File: src/rtl/core/awt_pkg.sv
// Package with constants, beat types and helpers for the address window table.
`default_nettype none
package awt_pkg;

  localparam int NUM_WINDOWS    = 20;
  localparam int NUM_REMAPPABLE = 8;
  localparam int IDX_W          = 5;
  localparam int REMAP_DEPTH    = (NUM_REMAPPABLE > 0) ? NUM_REMAPPABLE : 1;
  localparam int REMAP_IW       = (REMAP_DEPTH > 1) ? $clog2(REMAP_DEPTH) : 1;

  localparam logic [1:0] OP_ADD    = 2'd0;
  localparam logic [1:0] OP_DELETE = 2'd1;
  localparam logic [1:0] OP_READ   = 2'd2;

  localparam logic [1:0] ST_OK       = 2'd0;
  localparam logic [1:0] ST_CONFLICT = 2'd1;
  localparam logic [1:0] ST_NOFREE   = 2'd2;
  localparam logic [1:0] ST_NOTFOUND = 2'd3;

  typedef struct packed {
    logic [1:0]       operation;
    logic [IDX_W-1:0] window_index;
    logic [31:0]      base_addr;
    logic [31:0]      window_size;
    logic [3:0]       target_id;
    logic [7:0]       attribute;
    logic             use_remap;
    logic [31:0]      remap_base;
  } cmd_t;

  typedef struct packed {
    logic [1:0]       status;
    logic [IDX_W-1:0] slot;
    logic             entry_enabled;
    logic [31:0]      entry_base;
    logic [31:0]      entry_size;
    logic [3:0]       entry_target;
    logic [7:0]       entry_attribute;
    logic [31:0]      entry_remap;
  } result_t;

  typedef struct packed {
    logic        valid;
    logic [15:0] base_g;
    logic [15:0] size_g;
    logic [3:0]  target;
    logic [7:0]  attribute;
  } entry_t;

  typedef struct packed {
    logic overlap;
    logic tag_hit;
    logic del_hit;
  } match_t;

  function automatic logic [31:0] recon_size(logic [15:0] g);
    return {g, 16'hffff} + 32'd1;
  endfunction

endpackage
`default_nettype wire

File: src/rtl/core/awt_window_unit.sv
// Compare unit that tests one stored window against the current request.
`default_nettype none
module awt_window_unit (
  input  wire awt_pkg::entry_t entry,
  input  wire [31:0]           req_base,
  input  wire [32:0]           req_end,
  input  wire [31:0]           req_size,
  input  wire [3:0]            req_target,
  input  wire [7:0]            req_attribute,
  output awt_pkg::match_t      match
);
  import awt_pkg::*;

  logic [31:0] wsize;
  logic [32:0] wb;
  logic [32:0] we;

  always_comb begin
    wsize = recon_size(entry.size_g);
    wb    = {1'b0, entry.base_g, 16'h0000};
    we    = wb + {1'b0, wsize};
    match.overlap = entry.valid && ({1'b0, req_base} < we) && (req_end > wb);
    match.tag_hit = entry.valid && (entry.target == req_target)
                    && (entry.attribute == req_attribute);
    match.del_hit = entry.valid && ({entry.base_g, 16'h0000} == req_base)
                    && (wsize == req_size);
  end
endmodule
`default_nettype wire

File: src/rtl/core/address_window_table_core.sv
// Top level of the address window table: sequencer, window storage and result register.
// Add and delete scan every window once through one compare unit, then pass through the
// FINISH state before the result strobe. Read passes through the READ state alone.
// busy is high from the accepted start beat until the result is driven; the result is
// shown for one cycle and cannot be stalled. A new start may coincide with the strobe.
// Synchronous reset disables all windows; stored fields of disabled windows read as zero.
`default_nettype none
module address_window_table_core (
  input  wire                  clk,
  input  wire                  rst,
  input  wire                  start,
  input  wire awt_pkg::cmd_t   cmd,
  output logic                 busy,
  output logic                 result_strobe,
  output awt_pkg::result_t     result
);
  import awt_pkg::*;

  localparam logic [1:0] S_IDLE   = 2'd0;
  localparam logic [1:0] S_SCAN   = 2'd1;
  localparam logic [1:0] S_FINISH = 2'd2;
  localparam logic [1:0] S_READ   = 2'd3;

  logic [1:0]       state;
  cmd_t             cmd_q;
  logic [32:0]      req_end;
  logic [IDX_W-1:0] scan_idx;

  logic             conflict;
  logic             found_hi;
  logic             found_any;
  logic             found_del;
  logic [IDX_W-1:0] hi_slot;
  logic [IDX_W-1:0] any_slot;
  logic [IDX_W-1:0] del_slot;

  logic [NUM_WINDOWS-1:0] win_valid;
  logic [15:0]            win_base_g [NUM_WINDOWS];
  logic [15:0]            win_size_g [NUM_WINDOWS];
  logic [3:0]             win_target [NUM_WINDOWS];
  logic [7:0]             win_attr   [NUM_WINDOWS];
  logic [15:0]            win_remap_g[REMAP_DEPTH];

  entry_t scan_entry;
  match_t match;

  logic             idx_in_range;
  logic [IDX_W-1:0] rd_idx;
  logic             add_ok;
  logic [IDX_W-1:0] add_slot;
  result_t          result_next;

  assign busy = (state != S_IDLE);

  always_comb begin
    scan_entry.valid     = win_valid[scan_idx];
    scan_entry.base_g    = win_base_g[scan_idx];
    scan_entry.size_g    = win_size_g[scan_idx];
    scan_entry.target    = win_target[scan_idx];
    scan_entry.attribute = win_attr[scan_idx];
  end

  awt_window_unit u_unit (
    .entry         (scan_entry),
    .req_base      (cmd_q.base_addr),
    .req_end       (req_end),
    .req_size      (cmd_q.window_size),
    .req_target    (cmd_q.target_id),
    .req_attribute (cmd_q.attribute),
    .match         (match)
  );

  always_comb begin
    idx_in_range = ({27'd0, cmd_q.window_index} < NUM_WINDOWS);
    rd_idx       = idx_in_range ? cmd_q.window_index : '0;
    add_ok       = 1'b0;
    add_slot     = '0;
    if (!cmd_q.use_remap && found_hi) begin
      add_ok   = 1'b1;
      add_slot = hi_slot;
    end else if (found_any) begin
      add_ok   = 1'b1;
      add_slot = any_slot;
    end
  end

  always_comb begin
    result_next = '0;
    if (state == S_FINISH) begin
      if (cmd_q.operation == OP_ADD) begin
        if (conflict) begin
          result_next.status = ST_CONFLICT;
        end else if (!add_ok) begin
          result_next.status = ST_NOFREE;
        end else begin
          result_next.status = ST_OK;
          result_next.slot   = add_slot;
        end
      end else if (found_del) begin
        result_next.status = ST_OK;
        result_next.slot   = del_slot;
      end else begin
        result_next.status = ST_NOTFOUND;
      end
    end else if (cmd_q.operation != OP_READ) begin
      result_next.status = ST_NOTFOUND;
    end else if (!idx_in_range) begin
      result_next.status = ST_NOTFOUND;
      result_next.slot   = cmd_q.window_index;
    end else begin
      result_next.status = ST_OK;
      result_next.slot   = cmd_q.window_index;
      if (win_valid[rd_idx]) begin
        result_next.entry_enabled   = 1'b1;
        result_next.entry_base      = {win_base_g[rd_idx], 16'h0000};
        result_next.entry_size      = recon_size(win_size_g[rd_idx]);
        result_next.entry_target    = win_target[rd_idx];
        result_next.entry_attribute = win_attr[rd_idx];
        if ({27'd0, rd_idx} < NUM_REMAPPABLE) begin
          result_next.entry_remap = {win_remap_g[rd_idx[REMAP_IW-1:0]], 16'h0000};
        end
      end
    end
  end

  always_ff @(posedge clk) begin
    if (rst) begin
      state         <= S_IDLE;
      win_valid     <= '0;
      result_strobe <= 1'b0;
      scan_idx      <= '0;
    end else begin
      result_strobe <= (state == S_FINISH) || (state == S_READ);
      unique case (state)
        S_IDLE: begin
          if (start) begin
            cmd_q     <= cmd;
            req_end   <= {1'b0, cmd.base_addr} + {1'b0, cmd.window_size};
            scan_idx  <= '0;
            conflict  <= 1'b0;
            found_hi  <= 1'b0;
            found_any <= 1'b0;
            found_del <= 1'b0;
            if (cmd.operation == OP_ADD || cmd.operation == OP_DELETE) begin
              state <= S_SCAN;
            end else begin
              state <= S_READ;
            end
          end
        end
        S_SCAN: begin
          if (match.overlap || match.tag_hit) begin
            conflict <= 1'b1;
          end
          if (!scan_entry.valid) begin
            if ({27'd0, scan_idx} >= NUM_REMAPPABLE && !found_hi) begin
              found_hi <= 1'b1;
              hi_slot  <= scan_idx;
            end
            if (!found_any) begin
              found_any <= 1'b1;
              any_slot  <= scan_idx;
            end
          end
          if (match.del_hit && !found_del) begin
            found_del <= 1'b1;
            del_slot  <= scan_idx;
          end
          if (scan_idx == IDX_W'(NUM_WINDOWS - 1)) begin
            state <= S_FINISH;
          end else begin
            scan_idx <= scan_idx + 1'b1;
          end
        end
        S_FINISH: begin
          state  <= S_IDLE;
          result <= result_next;
          if (cmd_q.operation == OP_ADD) begin
            if (!conflict && add_ok) begin
              win_valid[add_slot]  <= 1'b1;
              win_base_g[add_slot] <= cmd_q.base_addr[31:16];
              win_size_g[add_slot] <= 16'((cmd_q.window_size - 32'd1) >> 16);
              win_target[add_slot] <= cmd_q.target_id;
              win_attr[add_slot]   <= cmd_q.attribute;
              if ({27'd0, add_slot} < NUM_REMAPPABLE) begin
                win_remap_g[add_slot[REMAP_IW-1:0]] <= cmd_q.use_remap ?
                    cmd_q.remap_base[31:16] : cmd_q.base_addr[31:16];
              end
            end
          end else if (found_del) begin
            win_valid[del_slot] <= 1'b0;
          end
        end
        S_READ: begin
          state  <= S_IDLE;
          result <= result_next;
        end
        default: begin
          state <= S_IDLE;
        end
      endcase
    end
  end
endmodule
`default_nettype wire

File: config.mk
export PLATFORM = sky130hd
export DESIGN_NAME = address_window_table_core
export DESIGN_NICKNAME = d
export VERILOG_FILES = /design/src/rtl/core/awt_pkg.sv /design/src/rtl/core/awt_window_unit.sv /design/src/rtl/core/address_window_table_core.sv
export SDC_FILE = /design/constraint.sdc
export NUM_CORES = 2
export LEC_CHECK = 0
export BUFFER_PORTS_ARGS = -buffer_cell sky130_fd_sc_hd__buf_2
export CAP_MARGIN = 0
export CORE_AREA = 2 2 320 322
export DETAILED_ROUTE_END_ITERATION = 8
export DIE_AREA = 0 0 322 324
export PLACE_DENSITY = 0.74
export SLEW_MARGIN = 20
export SYNTH_ARGS = -nofsm -noshare
export SYNTH_HDL_FRONTEND = slang
export SYNTH_SLANG_ARGS = --single-unit
File: constraint.sdc
create_clock -name clk -period 14.6 [get_ports clk]
set_clock_uncertainty 0.05 [all_clocks]
set_input_delay 2.92 -clock clk [delete_from_list [all_inputs] [get_ports clk]]
set_output_delay 2.92 -clock clk [all_outputs]
set_load 0.01 [all_outputs]
==> impl_metrics.sql <==
INSERT INTO impl_metrics (metric_group, metric, value, unit) VALUES
('power', 'total_power_of_the_final_layout', '8193', 'uW'),
('critical_path', 'startpoint_type', 'flip-flop', ''),
('die', 'fp-row-count', '117', ''),
('cts', 'cts.htree.levels', '4', ''),
('power', 'power_switching_share', '23.22', '%'),
('route', 'postRouteAntennaNets', '0', ''),
('sta', 'timing.final.max_slew_violations', '0', ''),
('die', 'floorplan.die.height', '324', 'um'),
('route', 'route.detailed.drc', '0', ''),
('synthesis', 'ys_seq_elements', '1261', ''),
('sta', 'final_period_minus_worst_setup_slack', '7.866', 'ns'),
('cts', 'clock_latency', '0.77', 'ns'),
('die', 'core_region_area', '0.1010', 'mm^2'),
('global_route', 'antenna_found_initial', '4', ''),
('power', 'clock_power_share', '41.9', '%'),
('cells_and_area', 'commonest_cells_after_routing_fill_and_taps_aside', '1228 x edfxtp_1, 323 x mux4_2, 208 x nand2_1', ''),
('synthesis', 'synthesis.instances', '3898', ''),
('cells_and_area', 'post_layout_nonfiller_instances', '5472', ''),
('power', 'pwr_density_cell', '122.8', 'mW/mm^2'),
('critical_path', 'arrival', '8.29', 'ns'),
('synthesis', 'netlist-cell-type-count', '95', ''),
('sta', 'report.final.setup_viol', '0', ''),
('route', 'drt-initial-drc-count', '5959', ''),
('sta', 'maxSlewHeadroom', '12.63', '%'),
('cts', 'clk_transition_reported_paths', '0.06', 'ns'),
('outcome', 'run_status', 'finished clean', ''),
('synthesis', 'postSynth.asyncResetShare', '0', '%'),
('cells_and_area', 'post_route_cells_drive_above_1_share', '21.61', '%'),
('global_route', 'first_global_vias', '37940', ''),
('die', 'die_width', '322', 'um'),
('synthesis', 'synth_ff_type', 'edfxtp_1', ''),
('placement', 'post-dp-hpwl', '101800', 'um'),
('synthesis', 'synthesized_area_per_cell', '15.42', 'um^2'),
('power', 'power.static_leakage', '0.02173', 'uW'),
('cts', 'hold_buffers', '0', ''),
('power', 'cell_internal_pwr', '6290', 'uW'),
('placement', 'detailedPlace.worstSlack', '6.932', 'ns'),
('route', 'routedWlPerCell', '31.97', 'um'),
('critical_path', 'cp_max_fo', '119', ''),
('cts', 'cts_resized', '0', ''),
('global_route', 'globalRouteOverflowTotal', '0', ''),
('sta', 'report.final.hold_viol_count', '0', ''),
('die', 'initial_core_utilization', '59.51', '%'),
('cts', 'maximum_count_of_clock_buffers_along_a_single_path', '3', ''),
('die', 'io-pin-count', '237', ''),
('synthesis', 'register_area_share_after_synthesis', '62.44', '%'),
('cells_and_area', 'finalNetCount', '4260', ''),
('cts', 'cts_made_buffers', '133', ''),
('critical_path', 'critical_path_required', '15.03', 'ns'),
('placement', 'dp.cells', '5227', ''),
('power', 'total_switching_power', '1903', 'uW'),
('placement', 'globalplace.congestion', '0.9179', ''),
('hold_path', 'timing.hold.worst.class', 'reg2reg', ''),
('cts', 'root_buffer_cell', 'clkbuf_16', ''),
('power', 'share_seq_of_total_power', '49.4', '%'),
('cells_and_area', 'area_growth_synth_to_finish', '11.03', '%'),
('cts', 'tritoncts', 'built', ''),
('synthesis', 'netlist_area', '0.06012', 'mm^2'),
('power', 'share_comb_of_total_power', '8.7', '%'),
('critical_path', 'worst_setup_path_end_kind', 'flip-flop', ''),
('global_route', 'maximum_number_of_pins_on_one_net_before_global_route_repair', '163', ''),
('cts', 'cts_setup_buffers', '0', ''),
('sta', 'worst_slew_pin_slew', '1.297', 'ns'),
('route', 'detail_route.wirelength', '174900', 'um'),
('synthesis', 'synth_enable_flop_cells', '1228', ''),
('global_route', 'gr-usage-all-layers', '33.59', '%'),
('global_route', 'grt_first_pass_wirelength', '252100', 'um'),
('sta', 'setup_slack', '6.734', 'ns'),
('flow_run', 'max_cap_violations', '0', ''),
('sta', 'fin_crit_sh', '53.88', '%'),
('route', 'drt_first_pass_iters', '9', ''),
('die', 'dieArea', '0.1043', 'mm^2'),
('sta', 'rsz0062_at_grt', 'false', ''),
('critical_path', 'crit_type', 'reg2reg', ''),
('cts', 'numClockSinks', '1261', ''),
('placement', 'io_buffers', '172', ''),
('power', 'power.ir.vdd_worst', '130.4', 'uV'),
('synthesis', 'yosys_warnings', '0', ''),
('route', 'viasPerCell', '7.146', ''),
('sta', 'clock.fmax', '0.1271', 'GHz'),
('sta', 'final.setup.tns', '0', 'ns'),
('route', 'routed-via-count', '39100', ''),
('cells_and_area', 'layout_commonest_cell', 'edfxtp_1', '');
[logic make-up (layout without fill, tap and decap cells)]
kind of cell    after synthesis  count (layout)  share of synthesized area [%]
fa+ha+maj                    89              89                          1.873
mux                         546             546                          15.95
simple gates                722             722                          5.894
other cells                   1              50                       0.006238
xor+xnor                    118             118                          1.859
buf+inv                     348             564                          2.893
flops                      1261            1261                          62.44
compound gates              813             813                          9.089
[area by class of cell]
class                   count  area (um^2)
diodes                      2        5.005
clock buffers             171         3543
clock inverters            72        913.4
fillers                  6868        34260
inverters                  51        191.4
multi-input cells        2336        21260
flip-flops and latches   1261        37550
well taps                1309         1638
repair buffers            270         1638
[flip-flops by register name, summed over array words and instances (netlist names), 33 cells and up, named ones only]
register	cells
result	68
win_attr	160
win_target	80
req_end	33
win_size_g	320
cmd_q	100
win_base_g	320
win_remap_g	128
[worst max-delay path, stage by stage, from the launching register on]
cell and delay (ns):
dfxtp_4 0.78, buf_12 0.58, buf_4 0.79, mux2i_1 0.22
a22o_1 0.28, a2111oi_0 0.47, a211oi_1 0.26, or3_1 0.65
and2_1 0.26, ha_1 0.29, inv_1 0.05, o21ai_0 0.18
a21oi_1 0.13, nor2b_1 0.12, o21ai_0 0.10, a21o_1 0.22
a211oi_1 0.23, o21ai_0 0.11, a211o_1 0.29, ha_1 0.29
nand3_1 0.07, nor2_1 0.13, nand2_1 0.07, nand3_1 0.07
a31oi_1 0.04, o32ai_1 0.56, a31oi_1 0.20
[stage by stage]
step	utilization (%)	cell area (um^2)	hold WS [ns]
floorplan	-	60290	0.3910
global placement	61.65	62270	0.4242
detailed placement	61.65	62270	0.4343
CTS	66.06	66730	0.4421
global route	66.07	66740	0.4626
finish	66.08	66750	0.4453
[power groups by stage]
stage                     clock (uW)  combinational (uW)  sequential (uW)
final                           3440                 710             4050
after global routing            3600                 760             4050
after CTS                       3460                 698             4050
after detailed placement           0                 693             4120
after global placement             0                 683             4120
after floorplan                    0                 502             4110
[Yosys cell counts, types with 30 or more instances]
| library cell | instances | area share, % |
|---|---|---|
| o221ai_1 | 39 | 0.57 |
| mux2_2 | 37 | 0.69 |
| a21o_1 | 30 | 0.37 |
| nor2_1 | 191 | 1.2 |
| buf_2 | 42 | 0.35 |
| o22ai_1 | 88 | 0.92 |
| dfxtp_1 | 33 | 1.1 |
| mux4_2 | 323 | 12 |
| nand2_1 | 212 | 1.3 |
| a31oi_1 | 32 | 0.33 |
| ha_1 | 86 | 1.8 |
| mux2i_1 | 184 | 3.1 |
| o21ai_0 | 160 | 1.3 |
| nor2b_1 | 39 | 0.41 |
| nor3_1 | 36 | 0.30 |
| a21oi_1 | 153 | 1.3 |
| buf_1 | 30 | 0.19 |
| clkbuf_1 | 142 | 0.89 |
| xor2_1 | 40 | 0.58 |
| edfxtp_1 | 1228 | 61 |
| nand3_1 | 58 | 0.48 |
| inv_1 | 50 | 0.31 |
| a211oi_1 | 74 | 0.92 |
| xnor2_1 | 72 | 1.0 |
| buf_4 | 68 | 0.85 |
| o22a_1 | 44 | 0.64 |
| o211ai_1 | 32 | 0.40 |
[worst paths after layout]
| kind | startpoint | to | slack, ns | depth (start not counted) |
|---|---|---|---|---|
| max | flip-flop | conflict | 6.73 | 26 |
| min reg2reg | win_valid[9] | win_valid[9] | 0.45 | 2 |
| max reg2reg | flip-flop | conflict | 6.73 | 26 |
| min | win_valid[9] | win_valid[9] | 0.45 | 2 |
[routing by layer]
layer / global-route usage (%) / share of wire (%)
met5: 0 / 0.014
met4: 14.68 / 4.5
met3: 7.642 / 13
met2: 53.06 / 47
met1: 45.23 / 36
(Power assumes the default switching activity.)
